--- config.mk ---
export PLATFORM = sky130hd
export DESIGN_NAME = minimum_spanning_tree_kruskal_core
export DESIGN_NICKNAME = d
export VERILOG_FILES = /design/src/rtl/mstk_pkg.sv /design/src/rtl/mstk_ram.sv /design/src/rtl/mstk_ctrl.sv /design/src/rtl/mstk_dp.sv /design/src/rtl/minimum_spanning_tree_kruskal_core.sv
export SDC_FILE = /design/constraint.sdc
export NUM_CORES = 1
export LEC_CHECK = 0
export BUFFER_PORTS_ARGS = -buffer_cell sky130_fd_sc_hd__buf_2
export CORE_UTILIZATION = 25
export DETAILED_ROUTE_END_ITERATION = 16
export GPL_TIMING_DRIVEN = 0
export PLACE_DENSITY = 0.48
export SYNTH_ARGS = -nofsm -noshare
export SYNTH_HDL_FRONTEND = slang
export SYNTH_SLANG_ARGS = --single-unit
export TNS_END_PERCENT = 1
--- constraint.sdc ---
create_clock -name clk -period 4.66 [get_ports clk]
set_input_delay 0.932 -clock clk [delete_from_list [all_inputs] [get_ports clk]]
set_output_delay 0.932 -clock clk [all_outputs]
set_load 0.02 [all_outputs]
--- src/rtl/mstk_pkg.sv ---
// shared types, commands and constants for the kruskal spanning tree core
package mstk_pkg;

  localparam int NODE_W = 4;
  localparam int WGT_W  = 16;
  localparam int CFG_W  = 5;
  localparam int ENTRY_W = WGT_W + 2 * NODE_W;

  typedef struct packed {
    logic signed [WGT_W-1:0]  edge_weight;
    logic        [NODE_W-1:0] end_a;
    logic        [NODE_W-1:0] end_b;
    logic                     final_edge;
  } in_item_t;

  typedef struct packed {
    logic        [NODE_W-1:0] tree_a;
    logic        [NODE_W-1:0] tree_b;
    logic signed [WGT_W-1:0]  tree_weight;
    logic                     edge_valid;
    logic                     run_end;
    logic                     spanning_complete;
    logic                     edges_dropped;
  } out_item_t;

  typedef struct packed {
    logic signed [WGT_W-1:0]  weight;
    logic        [NODE_W-1:0] a;
    logic        [NODE_W-1:0] b;
  } entry_t;

  typedef enum logic [3:0] {
    S_LOAD,
    S_START,
    S_PASS,
    S_SCAN,
    S_LA,
    S_LB,
    S_UNION,
    S_EMIT,
    S_P1END,
    S_P2CHK,
    S_EMPTY,
    S_CLEAR
  } state_t;

  typedef struct packed {
    logic load_en;
    logic init_phase;
    logic pass_start;
    logic rd_la;
    logic rd_lb;
    logic merge;
    logic emit;
    logic emit_empty;
    logic finish_p1;
    logic clear_graph;
  } cmd_t;

  typedef struct packed {
    logic final_in;
    logic pass_done;
    logic best_vld;
    logic differ;
    logic at_target;
    logic run_end;
    logic total_zero;
    logic out_free;
  } stat_t;

endpackage

--- src/rtl/mstk_ram.sv ---
// generic single write port ram with registered read
module mstk_ram #(
  parameter int WIDTH = 24,
  parameter int DEPTH = 32
) (
  input  logic                                 clk,
  input  logic                                 we,
  input  logic [(DEPTH > 1 ? $clog2(DEPTH) : 1)-1:0] waddr,
  input  logic [WIDTH-1:0]                     wdata,
  input  logic [(DEPTH > 1 ? $clog2(DEPTH) : 1)-1:0] raddr,
  output logic [WIDTH-1:0]                     rdata
);

  logic [WIDTH-1:0] mem [DEPTH];

  // write port and registered read port
  always_ff @(posedge clk) begin
    if (we) begin
      mem[waddr] <= wdata;
    end
    rdata <= mem[raddr];
  end

endmodule

--- src/rtl/mstk_ctrl.sv ---
// controller state machine for loading, two scan phases and result output
module mstk_ctrl (
  input  logic           clk,
  input  logic           rst_n,
  input  mstk_pkg::stat_t stat,
  output mstk_pkg::cmd_t  cmd
);

  mstk_pkg::state_t state_r, state_nxt;
  logic             phase2_r, phase2_nxt;

  // state register
  always_ff @(posedge clk) begin
    if (!rst_n) begin
      state_r  <= mstk_pkg::S_LOAD;
      phase2_r <= 1'b0;
    end else begin
      state_r  <= state_nxt;
      phase2_r <= phase2_nxt;
    end
  end

  // next state and commands
  always_comb begin
    state_nxt  = state_r;
    phase2_nxt = phase2_r;
    cmd        = '0;
    case (state_r)
      mstk_pkg::S_LOAD: begin
        cmd.load_en = 1'b1;
        phase2_nxt  = 1'b0;
        if (stat.final_in) begin
          state_nxt = mstk_pkg::S_START;
        end
      end
      mstk_pkg::S_START: begin
        cmd.init_phase = 1'b1;
        state_nxt      = mstk_pkg::S_PASS;
      end
      mstk_pkg::S_PASS: begin
        cmd.pass_start = 1'b1;
        state_nxt      = mstk_pkg::S_SCAN;
      end
      mstk_pkg::S_SCAN: begin
        if (stat.pass_done) begin
          if (stat.best_vld) begin
            state_nxt = mstk_pkg::S_LA;
          end else if (phase2_r) begin
            state_nxt = mstk_pkg::S_CLEAR;
          end else begin
            state_nxt = mstk_pkg::S_P1END;
          end
        end
      end
      mstk_pkg::S_LA: begin
        cmd.rd_la = 1'b1;
        state_nxt = mstk_pkg::S_LB;
      end
      mstk_pkg::S_LB: begin
        cmd.rd_lb = 1'b1;
        state_nxt = mstk_pkg::S_UNION;
      end
      mstk_pkg::S_UNION: begin
        if (stat.differ) begin
          cmd.merge = 1'b1;
          if (phase2_r) begin
            state_nxt = mstk_pkg::S_EMIT;
          end else if (stat.at_target) begin
            state_nxt = mstk_pkg::S_P1END;
          end else begin
            state_nxt = mstk_pkg::S_PASS;
          end
        end else begin
          state_nxt = mstk_pkg::S_PASS;
        end
      end
      mstk_pkg::S_EMIT: begin
        if (stat.out_free) begin
          cmd.emit = 1'b1;
          if (stat.run_end) begin
            state_nxt = mstk_pkg::S_CLEAR;
          end else begin
            state_nxt = mstk_pkg::S_PASS;
          end
        end
      end
      mstk_pkg::S_P1END: begin
        cmd.finish_p1  = 1'b1;
        cmd.init_phase = 1'b1;
        phase2_nxt     = 1'b1;
        state_nxt      = mstk_pkg::S_P2CHK;
      end
      mstk_pkg::S_P2CHK: begin
        if (stat.total_zero) begin
          state_nxt = mstk_pkg::S_EMPTY;
        end else begin
          state_nxt = mstk_pkg::S_PASS;
        end
      end
      mstk_pkg::S_EMPTY: begin
        if (stat.out_free) begin
          cmd.emit_empty = 1'b1;
          state_nxt      = mstk_pkg::S_CLEAR;
        end
      end
      mstk_pkg::S_CLEAR: begin
        cmd.clear_graph = 1'b1;
        state_nxt       = mstk_pkg::S_LOAD;
      end
      default: begin
        state_nxt = mstk_pkg::S_LOAD;
      end
    endcase
  end

endmodule

--- src/rtl/mstk_dp.sv ---
// datapath: edge store, selection scan, component labels and result register
module mstk_dp #(
  parameter int NODES = 16,
  parameter int EDGES = 32
) (
  input  logic                          clk,
  input  logic                          rst_n,
  input  mstk_pkg::cmd_t                cmd,
  output mstk_pkg::stat_t               stat,
  input  logic                          in_valid,
  input  mstk_pkg::in_item_t            in_data,
  input  logic                          cfg_valid,
  input  logic [mstk_pkg::CFG_W-1:0]    cfg_data,
  output logic                          out_valid,
  input  logic                          out_ready,
  output mstk_pkg::out_item_t           out_data
);

  localparam int AW = (EDGES > 1) ? $clog2(EDGES) : 1;
  localparam int CW = $clog2(EDGES + 1);
  localparam int LW = (NODES > 1) ? $clog2(NODES) : 1;
  localparam int NW = $clog2(NODES + 1) + 1;

  // configuration and loading
  logic [mstk_pkg::CFG_W-1:0] nodes_r;
  logic [NW-1:0]              nn_eff, nn_r, target;
  logic [CW-1:0]              count_r;
  logic                       drop_r;
  logic                       accept, drop_now, wr_en;

  // scan state
  logic [CW-1:0]         j_r;
  logic                  scan_r, rv_r;
  logic [AW-1:0]         ri_r;
  logic [mstk_pkg::ENTRY_W-1:0] rdata;
  mstk_pkg::entry_t      rd_e, wr_e;
  mstk_pkg::entry_t      best_r, prev_r;
  logic [AW-1:0]         best_i_r, prev_i_r;
  logic                  best_vld_r, have_prev_r;
  logic                  cand, better;

  // labels and counts
  logic [LW-1:0] label_r [NODES];
  logic [LW-1:0] la_r, lb_r, lo, hi;
  logic [NW-1:0] chosen_r, total_r;
  logic          complete_r;

  // output register
  mstk_pkg::out_item_t out_r;
  logic                out_valid_r;

  // effective node count, clamped to 2..NODES
  always_comb begin
    if (nodes_r < mstk_pkg::CFG_W'(2)) begin
      nn_eff = NW'(2);
    end else if ((NW + mstk_pkg::CFG_W)'(nodes_r) > (NW + mstk_pkg::CFG_W)'(NODES)) begin
      nn_eff = NW'(NODES);
    end else begin
      nn_eff = NW'(nodes_r);
    end
  end

  assign target   = nn_r - NW'(1);
  assign accept   = in_valid && cmd.load_en;
  assign drop_now = (NW'(in_data.end_a) >= nn_eff) || (NW'(in_data.end_b) >= nn_eff)
                    || (count_r == CW'(EDGES));
  assign wr_en    = accept && !drop_now;
  assign wr_e     = '{weight: in_data.edge_weight, a: in_data.end_a, b: in_data.end_b};

  // configuration register
  always_ff @(posedge clk) begin
    if (!rst_n) begin
      nodes_r <= mstk_pkg::CFG_W'(16);
    end else if (cfg_valid) begin
      nodes_r <= cfg_data;
    end
  end

  // edge count, drop flag and node count of the run
  always_ff @(posedge clk) begin
    if (!rst_n) begin
      count_r <= '0;
      drop_r  <= 1'b0;
      nn_r    <= NW'(NODES);
    end else if (cmd.clear_graph) begin
      count_r <= '0;
      drop_r  <= 1'b0;
    end else if (accept) begin
      nn_r <= nn_eff;
      if (drop_now) begin
        drop_r <= 1'b1;
      end else begin
        count_r <= count_r + CW'(1);
      end
    end
  end

  mstk_ram #(
    .WIDTH (mstk_pkg::ENTRY_W),
    .DEPTH (EDGES)
  ) u_store (
    .clk   (clk),
    .we    (wr_en),
    .waddr (count_r[AW-1:0]),
    .wdata (wr_e),
    .raddr (j_r[AW-1:0]),
    .rdata (rdata)
  );

  assign rd_e = mstk_pkg::entry_t'(rdata);

  // an entry is a candidate if it comes after the last pick in (weight, index) order
  assign cand   = !have_prev_r || (rd_e.weight > prev_r.weight)
                  || ((rd_e.weight == prev_r.weight) && (ri_r > prev_i_r));
  assign better = !best_vld_r || (rd_e.weight < best_r.weight);

  // selection pass: one entry read per cycle, smallest candidate kept
  always_ff @(posedge clk) begin
    if (!rst_n) begin
      scan_r      <= 1'b0;
      rv_r        <= 1'b0;
      j_r         <= '0;
      best_vld_r  <= 1'b0;
      have_prev_r <= 1'b0;
    end else begin
      rv_r <= scan_r && (j_r < count_r);
      ri_r <= j_r[AW-1:0];
      if (cmd.init_phase) begin
        best_vld_r  <= 1'b0;
        have_prev_r <= 1'b0;
      end else if (cmd.pass_start) begin
        if (best_vld_r) begin
          prev_r      <= best_r;
          prev_i_r    <= best_i_r;
          have_prev_r <= 1'b1;
        end
        best_vld_r <= 1'b0;
        j_r        <= '0;
        scan_r     <= 1'b1;
      end else begin
        if (scan_r) begin
          if (j_r < count_r) begin
            j_r <= j_r + CW'(1);
          end else if (!rv_r) begin
            scan_r <= 1'b0;
          end
        end
        if (rv_r && cand && better) begin
          best_r     <= rd_e;
          best_i_r   <= ri_r;
          best_vld_r <= 1'b1;
        end
      end
    end
  end

  assign lo = (la_r < lb_r) ? la_r : lb_r;
  assign hi = (la_r < lb_r) ? lb_r : la_r;

  // component labels: endpoint lookups and relabel of the component with the larger label
  always_ff @(posedge clk) begin
    if (!rst_n) begin
      for (int k = 0; k < NODES; k++) begin
        label_r[k] <= LW'(k);
      end
    end else if (cmd.init_phase) begin
      for (int k = 0; k < NODES; k++) begin
        label_r[k] <= LW'(k);
      end
    end else if (cmd.merge) begin
      for (int k = 0; k < NODES; k++) begin
        if (label_r[k] == hi) begin
          label_r[k] <= lo;
        end
      end
    end
  end

  always_ff @(posedge clk) begin
    if (cmd.rd_la) begin
      la_r <= label_r[LW'(best_r.a)];
    end
    if (cmd.rd_lb) begin
      lb_r <= label_r[LW'(best_r.b)];
    end
  end

  // chosen count, phase one total and completion flag
  always_ff @(posedge clk) begin
    if (!rst_n) begin
      chosen_r   <= '0;
      total_r    <= '0;
      complete_r <= 1'b0;
    end else begin
      if (cmd.finish_p1) begin
        total_r    <= chosen_r;
        complete_r <= (chosen_r == target);
      end
      if (cmd.init_phase || cmd.clear_graph) begin
        chosen_r <= '0;
      end else if (cmd.merge) begin
        chosen_r <= chosen_r + NW'(1);
      end
    end
  end

  // result register
  always_ff @(posedge clk) begin
    if (!rst_n) begin
      out_valid_r <= 1'b0;
    end else if (cmd.emit || cmd.emit_empty) begin
      out_valid_r <= 1'b1;
    end else if (out_ready) begin
      out_valid_r <= 1'b0;
    end
  end

  always_ff @(posedge clk) begin
    if (cmd.emit) begin
      out_r.tree_a            <= best_r.a;
      out_r.tree_b            <= best_r.b;
      out_r.tree_weight       <= best_r.weight;
      out_r.edge_valid        <= 1'b1;
      out_r.run_end           <= (chosen_r == total_r);
      out_r.spanning_complete <= complete_r;
      out_r.edges_dropped     <= drop_r;
    end else if (cmd.emit_empty) begin
      out_r.tree_a            <= '0;
      out_r.tree_b            <= '0;
      out_r.tree_weight       <= '0;
      out_r.edge_valid        <= 1'b0;
      out_r.run_end           <= 1'b1;
      out_r.spanning_complete <= complete_r;
      out_r.edges_dropped     <= drop_r;
    end
  end

  assign out_valid = out_valid_r;
  assign out_data  = out_r;

  // status to the controller
  assign stat.final_in   = accept && in_data.final_edge;
  assign stat.pass_done  = scan_r && (j_r == count_r) && !rv_r;
  assign stat.best_vld   = best_vld_r;
  assign stat.differ     = (la_r != lb_r);
  assign stat.at_target  = (NW'(chosen_r + NW'(1)) == target);
  assign stat.run_end    = (chosen_r == total_r);
  assign stat.total_zero = (total_r == '0);
  assign stat.out_free   = !out_valid_r || out_ready;

endmodule

--- src/rtl/minimum_spanning_tree_kruskal_core.sv ---
// top level of the kruskal minimum spanning tree core
// Use: write nodes_in_use on the cfg channel while the core is idle (reset value 16).
// Edges arrive on the in channel, one item per cycle while loading; the item with
// final_edge set closes the graph and starts the run. Edges with an endpoint not
// below the node count, or beyond EDGES stored, are dropped and flagged.
// The run makes two phases over the edge store. Each phase picks edges in
// ascending (weight, arrival) order, one pick per pass; a pass reads the whole
// store through the single read port of the edge memory.
// A phase takes one pass for each edge it examines plus a closing pass when the
// edges run out; phase one counts the tree edges, phase two emits them; the first
// result follows phase one and the phase two passes up to the first tree edge.
// Results leave on the out channel, one item per chosen edge, or one empty item
// when none is chosen; run_end marks the last. A stalled receiver holds the core
// in its emit step, no work is lost. After the run the graph state clears and the
// in channel is ready again, even while the last result waits in its register.
// Reset is synchronous: state, node count and labels return to their reset values.
module minimum_spanning_tree_kruskal_core #(
  parameter int NODES = 16,
  parameter int EDGES = 32
) (
  input  logic                       clk,
  input  logic                       rst_n,
  input  logic                       in_valid,
  output logic                       in_ready,
  input  mstk_pkg::in_item_t         in_data,
  output logic                       out_valid,
  input  logic                       out_ready,
  output mstk_pkg::out_item_t        out_data,
  input  logic                       cfg_valid,
  output logic                       cfg_ready,
  input  logic [mstk_pkg::CFG_W-1:0] cfg_data
);

  mstk_pkg::cmd_t  cmd;
  mstk_pkg::stat_t stat;

  // controller
  mstk_ctrl u_ctrl (
    .clk   (clk),
    .rst_n (rst_n),
    .stat  (stat),
    .cmd   (cmd)
  );

  // datapath
  mstk_dp #(
    .NODES (NODES),
    .EDGES (EDGES)
  ) u_dp (
    .clk       (clk),
    .rst_n     (rst_n),
    .cmd       (cmd),
    .stat      (stat),
    .in_valid  (in_valid),
    .in_data   (in_data),
    .cfg_valid (cfg_valid),
    .cfg_data  (cfg_data),
    .out_valid (out_valid),
    .out_ready (out_ready),
    .out_data  (out_data)
  );

  assign in_ready  = cmd.load_en;
  assign cfg_ready = 1'b1;

endmodule

---- Word-level counts from Yosys, hierarchy flattened ----
Memory sizes are Yosys's and may differ from the RTL's. A register that Yosys moved wholly into a read port is not among the register bits.
Cells that the tools add are included.
storage, ports and cells
  flip-flop bits (word level) ............. 130
  RAM bits ................................ 832
  input bits .............................. 35
  output and inout bits ................... 31
  word-level logic and storage cells ...... 319
  memories ................................ 2
memories
  memory            words  bits a word  read ports  clocked after Yosys merged registers in  wr ports  line            RTL
  u_dp.u_store.mem  32     24           1           1                                        1         mstk_ram.sv:14  logic [WIDTH-1:0] mem [DEPTH];
  u_dp.label_r      16     4            18          2                                        16        mstk_dp.sv:43   logic [LW-1:0] label_r [NODES];
operators by class
  add/subtract/negate cells ............... 4
  magnitude comparators ................... 9
  equality and inequality tests ........... 38
  multiplexer cells ....................... 158
  bitwise logic cells ..................... 37
  reductions and logical operators ........ 42
operators by type and width
  cell                                           count
  2-to-1 mux 4 bit                               44
  2-to-1 mux 1 bit                               104
  == test 4 bit                                  16
  2-to-1 mux 28 bit                              2
  case mux 4 bit (11 select lines)               1
  OR 1 bit                                       32
  == test 6 bit                                  4
  2-to-1 mux 6 bit                               4
  adder 6 x 1 -> 6 bit, second input constant    3
  == test 16 bit                                 1
  == test 4 x 3 -> 1 bit, second input constant  4
  == test 4 bit, second input constant           4
  > comparator 16 bit                            1
  < comparator 16 bit                            1
  greater-or-equal comparator 4 x 6 -> 1 bit     2
  AND reduction 4 bit                            3
  nonzero test 2 bit                             5
  logical AND 1 bit                              9
  == test 4 x 2 -> 1 bit, second input constant  2
  logical OR 1 bit                               8
  inequality test 2 bit, second input constant   4
  AND reduction 2 bit                            4
  OR reduction 2 bit                             4
  == test 6 bit, second input constant           1
  17 further kinds                               25

---- Depth between registers and ports, before layout ----
Gate-level depths: netlist of the first run.
  word-level depth ........................ 10
  depth in mapped cells ................... 12
  gate-level depth less buffers ........... 10

---- Modules after synthesis ----
From an unflattened synthesis of the first run, not the netlist that was laid out.
second synthesis, totals
  cells, all modules ...................... 2678
  area total of the unflattened synthesis .. 41780.1 um2
modules (own cells, without submodules)
  module                              instances  cells each  area an instance (um2)  seq. area each (um2)
  mstk_ram                            1          1711        30480.5                 23542.6
  mstk_dp                             1          893         10752.8                 5425.2
  mstk_ctrl                           1          72          535.5                   100.1
  minimum_spanning_tree_kruskal_core  1          2           11.3                    0.0

---- Worst setup path after synthesis of the first run ----
No wires, ideal clock.
  kind .................................... input -> register
  start ................................... in in_data[1] (netlist name)
  end ..................................... mem u_dp.u_store.mem[28][0] (enable)
  library setup time ...................... 0.405 ns
  data arrival time ....................... 3.492 ns
  required time ........................... 4.255 ns
  setup slack ............................. 0.764 ns
  cell stages on the path ................. 9
  path buffers ............................ 0
  cell sequence ........................... inv_1 > ha_1 > nand2b_1 > a21o_1 > a21oi_1 > o221ai_1 > a21oi_1 > nand2_1 > nor2_1
on the way
  cells in the longest elaborated chain, start to end .. 7
ends and longest elaborated chain
  item                                        line                                      RTL
  start, declared                             minimum_spanning_tree_kruskal_core.sv:25  input mstk_pkg::in_item_t in_data,
  greater-or-equal comparator 4 x 6 -> 1 bit  mstk_dp.sv:65                             assign drop_now = (NW'(in_data.end_a) >= nn_eff) || (NW'(in_data.end_b) >= nn_eff)
  logical OR 1 bit                            mstk_dp.sv:65
  logical OR 1 bit                            mstk_dp.sv:66                             || (count_r == CW'(EDGES));
  logical NOT 1 bit                           mstk_dp.sv:67                             assign wr_en = accept && !drop_now;
  logical AND 1 bit                           mstk_dp.sv:67
  2-to-1 mux 1 bit                            mstk_ram.sv:18                            if (we) begin
  2-to-1 mux 1 bit (not written as such)      mstk_ram.sv:19                            mem[waddr] <= wdata;
  end, declared                               mstk_ram.sv:14
Every way passes these cells.

---- Final worst setup path of the first run ----
  start ................................... reg u_dp.nodes_r[4] (netlist name)
  end ..................................... mem u_dp.u_store.mem[14][11] (enable)
on the way
  cells in the longest elaborated chain, start to end .. 10
  elaborated cells on any way between the ends .. 12
  those cells by class .................... order compare: 4; mux: 4; reduce/logical: 4
ends and longest elaborated chain
  item                                        line            RTL
  start, declared                             mstk_dp.sv:25   logic [mstk_pkg::CFG_W-1:0] nodes_r;
  start signal, assigned                      mstk_dp.sv:73   nodes_r <= mstk_pkg::CFG_W'(16);
  start signal, assigned                      mstk_dp.sv:75   nodes_r <= cfg_data;
  > comparator 5 bit                          mstk_dp.sv:56   end else if ((NW + mstk_pkg::CFG_W)'(nodes_r) > (NW + mstk_pkg::CFG_W)'(NODES)) begin
  2-to-1 mux 5 bit                            mstk_dp.sv:56
  2-to-1 mux 6 bit *                          mstk_dp.sv:54   if (nodes_r < mstk_pkg::CFG_W'(2)) begin
  net u_dp.nn_eff[0]                          mstk_dp.sv:26   logic [NW-1:0] nn_eff, nn_r, target;
  greater-or-equal comparator 4 x 6 -> 1 bit  mstk_dp.sv:65
  logical OR 1 bit *                          mstk_dp.sv:65
  logical OR 1 bit *                          mstk_dp.sv:66
  logical NOT 1 bit *                         mstk_dp.sv:67
  logical AND 1 bit *                         mstk_dp.sv:67
  2-to-1 mux 1 bit *                          mstk_ram.sv:18
  2-to-1 mux 1 bit (not written as such) *    mstk_ram.sv:19
The timed path passes the listed nets; every way through them passes the cells marked *.

==> impl_metrics.env, run 1 <==
export IMPL_status="completed"
export IMPL_cts_buffers=102
export IMPL_initial_core_util=0.2529
export IMPL_synthTopCellsByArea="edfxtp_1 (68%), mux4_2 (15%), dfxtp_1 (3.7%)"
export IMPL_gp_congestion=0.8164
export IMPL_clk_pin_slew_worst_paths_ps=60
export IMPL_hold_path_class="register to register"
export IMPL_final_setup_viol_count=0
export IMPL_rsz0062_at_grt="no"
export IMPL_grt_pass1_vias=22250
export IMPL_synth_edf_count=918
export IMPL_r2r_cells=10
export IMPL_hold_violations=0
export IMPL_synth_distinct_cells=69
export IMPL_dp_hpwl_um=77120
export IMPL_antenna_found_initial=12
export IMPL_overflow=0
export IMPL_ctsLongestPathBuffers=3
export IMPL_detail_route_vias_per_cell=4.645
export IMPL_r2r_setup_slack_ps=280
export IMPL_grt_pass1_wl_um=163500
export IMPL_track_usage=0.1406
export IMPL_cp_required_ps=5060
export IMPL_period_minus_slack_ps=4377
export IMPL_ys_seq_area_frac=0.7133
export IMPL_place_inst=4374
export IMPL_fin_cells=4568
export IMPL_tritoncts="yes"
export IMPL_holdBufCountCts=0
export IMPL_synth_top_area_cell="edfxtp_1"
export IMPL_fp_dieH_um=405.7
export IMPL_syn_num_nets=2214
export IMPL_synth_cell_area_um2=40750
export IMPL_avgSynthCellArea_um2=19.26
export IMPL_worst_r2r_endpoint="u_dp.u_store.mem[14][11]$_DFFE_PP_"
export IMPL_h_tree_depth=3
export IMPL_die_x_um=405.7
export IMPL_postRouteAntennaNets=0
export IMPL_critPathLaunchType="register"
export IMPL_clkLatencyLatePin_ps=710
export IMPL_min_delay_start="u_dp.u_store.rdata[5]$_DFF_P_"
export IMPL_routedWlPerCell_um=25.25
export IMPL_synthCells=2116
export IMPL_dpl_cell_area_um2=44710
export IMPL_finalPower_uw=20510
export IMPL_fill_cells=15770
export IMPL_hold_path_endpoint="u_dp.best_r[5]$_DFFE_PP_"
export IMPL_max_cap_violations=0
export IMPL_io_pins=66
export IMPL_dr_first_iter_drc_count=1940
export IMPL_drive_gt1_frac=0.2683
export IMPL_die_area_um2=164600
export IMPL_grt_start_max_net_pins=34
export IMPL_yosys_warnings=0
export IMPL_nNetsFinal=2419
export IMPL_postRouteWirelength_um=115400
export IMPL_drc=0
export IMPL_rr_startpoint="u_dp.nodes_r[4]$_SDFFE_PN1P_"
export IMPL_design_area_um2=48020
export IMPL_antenna_cells=0
export IMPL_vias=21220
export IMPL_std_cell_rows=147
export IMPL_fmaxAchievable_mhz=228.5
export IMPL_setup_worst_path_class="register to register"
export IMPL_cts_root_buf="clkbuf_16"
export IMPL_fin_crit_sh=0.9393
export IMPL_core_um2=161100
export IMPL_cp_end_kind="register"
export IMPL_synthArstFlopShare=0
export IMPL_finalMaxSlewViolations=0
export IMPL_first_pass_iters=5
export IMPL_power_density_nw_per_um2=427.1
export IMPL_arrival_ps=4770
export IMPL_ir_drop_mv=0.2818
export IMPL_path_max_fanout=14
export IMPL_synth_seq_cells=993
export IMPL_area_delta_synth_final_pct=17.84
export IMPL_yosys_most_used_dff="edfxtp_1"
export IMPL_p_leak_uw=0.01472
export IMPL_synth_top_area_share=0.6765
export IMPL_slew_headroom=0.09940
export IMPL_io_buffers=63
export IMPL_hold_path_depth=0
export IMPL_worst_slew_pin_slew_ps=1351
export IMPL_clock_sinks=993
export IMPL_fin_skew_ps=29.11
==> layer usage <==
layer  global-route usage  wire, µm
met4              0.03654      2927
met2               0.2268     54770
met5                    0         0
met1               0.1932     50610
met3              0.02698      7047
==> sequential cells by signal (all words and copies together) (netlist names), 5 cells and up <==
name                count
u_dp.best_r            24
u_dp.nn_r               5
u_dp.prev_i_r           5
u_dp.prev_r            16
u_dp.chosen_r           6
u_dp.total_r            6
u_dp.u_store.rdata     24
u_dp.count_r            6
u_dp.ri_r               5
u_dp.best_i_r           5
u_dp.label_r           64
u_dp.nodes_r            5
u_dp.u_store.mem      768
u_dp.j_r                6
u_dp.out_data          28
==> where the power goes <==
group / internal, µW / switching [µW] / total [µW]
Sequential: 10100 / 184 / 10300
Clock: 4500 / 3520 / 8020
Combinational: 801 / 1420 / 2220
==> worst max-delay path by stage <==
stage,startpoint,end,slack (ps)
2_1_floorplan,in_data[1],u_dp.u_store.mem[28][0]$_DFFE_PP_,760
3_3_place_gp,in_data[5],u_dp.u_store.mem[13][9]$_DFFE_PP_,-2190
3_5_place_dp,in_data[5],u_dp.u_store.mem[13][11]$_DFFE_PP_,-500
4_1_cts,u_dp.nodes_r[4]$_SDFFE_PN1P_,u_dp.u_store.mem[13][22]$_DFFE_PP_,160
5_1_grt,u_dp.nodes_r[4]$_SDFFE_PN1P_,u_dp.u_store.mem[14][19]$_DFFE_PP_,20
6_report,u_dp.nodes_r[4]$_SDFFE_PN1P_,u_dp.u_store.mem[14][11]$_DFFE_PP_,280
==> cells in the final DEF, fill, tap and decap left out, drive strengths merged, types with 4 or more instances in the layout <==
master and n:
xor2 36, nand2 84, bufinv 6, xnor2 59
a2111oi 4, clkbuf 195, clkinv 53, nand4 10
mux2i 13, and3 13, o22ai 4, nand2b 24
buf 141, o21ai 22, a21oi 39, or3 9
dfxtp 75, mux2 24, a211oi 5, inv 67
a21o 9, and2 13, mux4 280, o2111a 5
nor2b 16, or4 8, nor3 27, o211ai 7
o31ai 7, clkinvlp 4, nor2 97, ha 63
nor4 15, nor3b 4, edfxtp 918, nand3 25
==> worst max-delay path, cell delays in order, from the launching register on <==
cell and delay, ps:
dfxtp_1 400, nor3b_1 510, ha_1 330, nand2b_1 140, a21o_1 170, a21oi_1 200
o221ai_1 200, a21oi_1 490, nand2_1 600, nor2_4 710, buf_12 280
==> Yosys cell counts (6+ instances only) <==
| cell | count |
|---|---|
| nand4_1 | 10 |
| nor2b_1 | 15 |
| or4_1 | 7 |
| and3_1 | 10 |
| ha_1 | 63 |
| o21ai_0 | 18 |
| mux2_2 | 24 |
| a21oi_1 | 39 |
| nor2_1 | 97 |
| edfxtp_1 | 918 |
| nand2b_1 | 24 |
| xnor2_1 | 58 |
| o211ai_1 | 7 |
| buf_1 | 11 |
| nor4_1 | 6 |
| xor2_1 | 36 |
| o31ai_1 | 7 |
| and2_1 | 13 |
| or3_1 | 9 |
| inv_1 | 65 |
| mux4_2 | 280 |
| nor4_2 | 9 |
| dfxtp_1 | 75 |
| buf_2 | 24 |
| clkbuf_1 | 68 |
| nor3_1 | 25 |
| nand2_1 | 84 |
| a21o_1 | 8 |
| mux2i_1 | 13 |
| nand3_1 | 25 |
==> metrics by stage <==
stage	util	hold WS, ps	TNS (ps)	setup WS [ps]
floorplan	-	385.5	0	763.7
global placement	0.2716	395.9	-1401490	-2189
detailed placement	0.2775	397.1	-123590	-496.6
CTS	0.2977	395.6	0	157.4
global route	0.2980	408.4	0	17.11
finish	0.2980	397.8	0	282.9
==> logic make-up after synthesis <==
family	synth area share
DFF	0.7133
AOI/OAI and AO/OA	0.02020
muxes	0.1646
and+or+nand+nor	0.04403
buffers and inverters	0.01781
other	0.00009203
xor gates and xnor gates	0.02060
adders and majority gates	0.01934
==> final cells by class <==
type                            count  area, µm²  share of cell area
Buffer                            109      483.0             0.01006
Clock inverter                     65      529.3             0.01102
Inverter                           65      244.0            0.005081
Multi-Input combinational cell    949      11210              0.2335
Timing Repair Buffer              101       1054             0.02194
Sequential cell                   993      29070              0.6053
Clock buffer                      126       2726             0.05678
Tap cell                         2160       2703             0.05628
==> what timing repair did <==
action	CTS	global route
resized for setup	0	1
setup buffers	0	3
endpoints found under the setup margin	0	14
No activity file was read; power rests on OpenSTA's default activity.
==> inputs of run 2 (changes only) <==
--- a/config.mk
+++ b/config.mk
@@ -6,6 +6,7 @@
 export NUM_CORES = 1
 export LEC_CHECK = 0
 export BUFFER_PORTS_ARGS = -buffer_cell sky130_fd_sc_hd__buf_2
+export CORE_ASPECT_RATIO = 1.4
 export CORE_UTILIZATION = 25
 export DETAILED_ROUTE_END_ITERATION = 16
 export GPL_TIMING_DRIVEN = 0
==> run 2 against run 1 <==
First-iteration DRC count is 18% lower. Clock power fell by 3.4%. Final cell count shrank 1.2%. Largest power group unchanged.
==> impl_metrics.env, run 2 (synthesized netlist as in run 1, its figures left out) <==
export IMPL_fmaxAchievable_mhz=229.8
export IMPL_drive_gt1_frac=0.2627
export IMPL_hold_path_class="register to register"
export IMPL_p_leak_uw=0.01462
export IMPL_grt_util_met3=0.02350
export IMPL_postRouteAntennaNets=0
export IMPL_h_tree_depth=3
export IMPL_fin_crit_sh=0.9339
export IMPL_io_buffers=63
export IMPL_dp_hpwl_um=73440
export IMPL_final_cell_mix="edfxtp_1 (918), mux4_2 (280), clkbuf_16 (99)"
export IMPL_cts_resized=1
export IMPL_combinationalPowerShare=0.108
export IMPL_final_setup_viol_count=0
export IMPL_slew_headroom=0.1848
export IMPL_netSwitchingFraction=0.2489
export IMPL_layout_setup_ws_ps=307.9
export IMPL_core_um2=161100
export IMPL_rsz0062_at_grt="no"
export IMPL_io_pins=66
export IMPL_detail_route_vias_per_cell=4.573
export IMPL_power_density_nw_per_um2=422.4
export IMPL_use_met1=0.1522
export IMPL_critPathLaunchType="register"
export IMPL_clockPowerShare=0.383
export IMPL_period_minus_slack_ps=4352
export IMPL_dr_first_iter_drc_count=1587
export IMPL_vias=20630
export IMPL_tritoncts="yes"
export IMPL_routedWlPerCell_um=23.75
export IMPL_ctsLongestPathBuffers=3
export IMPL_hold_violations=0
export IMPL_clkLatencyLatePin_ps=720
export IMPL_place_ws_ps=-330.3
export IMPL_path_max_fanout=13
export IMPL_grt_start_max_net_pins=34
export IMPL_status="completed"
export IMPL_fill_cells=15780
export IMPL_first_pass_iters=5
export IMPL_fin_skew_ps=46.51
export IMPL_die_x_um=343.2
export IMPL_place_inst=4326
export IMPL_initial_core_util=0.2529
export IMPL_gp_congestion=0.8075
export IMPL_dpl_cell_area_um2=44700
export IMPL_pwr_share_seq=0.508
export IMPL_clk_pin_slew_worst_paths_ps=60
export IMPL_fp_dieH_um=479.7
export IMPL_die_area_um2=164600
export IMPL_grt_most_used_layer="met2"
export IMPL_holdBufCountCts=0
export IMPL_grt_pass1_wl_um=156100
export IMPL_grtUsageMet2=0.2410
export IMPL_largest_reg_flops=768
export IMPL_design_area_um2=47840
export IMPL_std_cell_rows=174
export IMPL_nNetsFinal=2412
export IMPL_area_delta_synth_final_pct=17.40
export IMPL_multi_input_area_um2=11210
export IMPL_setup_worst_path_class="register to register"
export IMPL_regArea_um2=29070
export IMPL_whs_ps=400.8
export IMPL_cts_root_buf="clkbuf_16"
export IMPL_p_int_uw=15180
export IMPL_fin_cells=4511
export IMPL_cp_end_kind="register"
export IMPL_grt_pass1_vias=22250
export IMPL_largest_register="u_dp.u_store.mem"
export IMPL_cts_buffers=98
export IMPL_cp_required_ps=5070
export IMPL_switching_power_uw=5030
export IMPL_antenna_found_initial=19
export IMPL_final_common_cell="edfxtp_1"
export IMPL_postRouteWirelength_um=107100
export IMPL_ir_drop_mv=0.2717
export IMPL_drc=0
export IMPL_worst_slew_pin_slew_ps=1189
export IMPL_finalMaxSlewViolations=0
export IMPL_cts_setup_buffers=0
export IMPL_track_usage=0.1309
export IMPL_max_cap_violations=0
export IMPL_arrival_ps=4760
export IMPL_clock_sinks=993
export IMPL_overflow=0
==> run 2: worst paths after layout <==
kind	to	from	cells past startpoint	slack, ps
min	u_dp.best_r[1]$_DFFE_PP_	u_dp.u_store.rdata[1]$_DFF_P_	0	400
max	u_dp.u_store.mem[6][18]$_DFFE_PP_	u_dp.nodes_r[4]$_SDFFE_PN1P_	10	310
min reg2reg	u_dp.best_r[1]$_DFFE_PP_	u_dp.u_store.rdata[1]$_DFF_P_	0	400
max reg2reg	u_dp.u_store.mem[6][18]$_DFFE_PP_	u_dp.nodes_r[4]$_SDFFE_PN1P_	10	310
==> run 2: power groups by stage <==
| stage | Combinational (µW) | Clock [µW] | Sequential (µW) |
|---|---|---|---|
| finish | 2190 | 7750 | 10300 |
| global route | 2370 | 8270 | 10300 |
| CTS | 2200 | 7960 | 10300 |
| detailed placement | 2190 | 0 | 10500 |
| global placement | 2070 | 0 | 10500 |
| floorplan | 1350 | 0 | 10400 |
==> run 2: layout make-up <==
class / instances / share of cell area
clock inverter: 50 / 0.01085
clock buffer: 130 / 0.05443
tap: 2112 / 0.05524
inverter: 65 / 0.005100
multi-input combinational: 949 / 0.2343
buffer: 109 / 0.01007
antenna: 5 / 0.0002615
timing repair buffer: 98 / 0.02213
sequential: 993 / 0.6076
==> run 2: stage by stage <==
step,total power [µW],TNS (ps),util
after detailed placement,12650,-84650,0.2775
after global routing,20940,0,0.2969
after floorplan,11750,0,-
final,20210,0,0.2969
after global placement,12520,-1200050,0.2713
after CTS,20440,0,0.2969
==> run 2: layer usage <==
metal	part of all wire	wire [µm]
met1	0.39	41600
met2	0.54	57690
met3	0.047	5017
met4	0.025	2687
met5	0.0013	144
==> run 2: critical path, stage by stage, from the launching register on <==
cell	delay, ps
dfxtp_1	420
nor3b_2	530
ha_1	330
nand2b_1	150
a21o_1	180
a21oi_1	220
o221ai_1	190
a21oi_1	440
nand2_1	640
nor2_4	710
buf_16	230
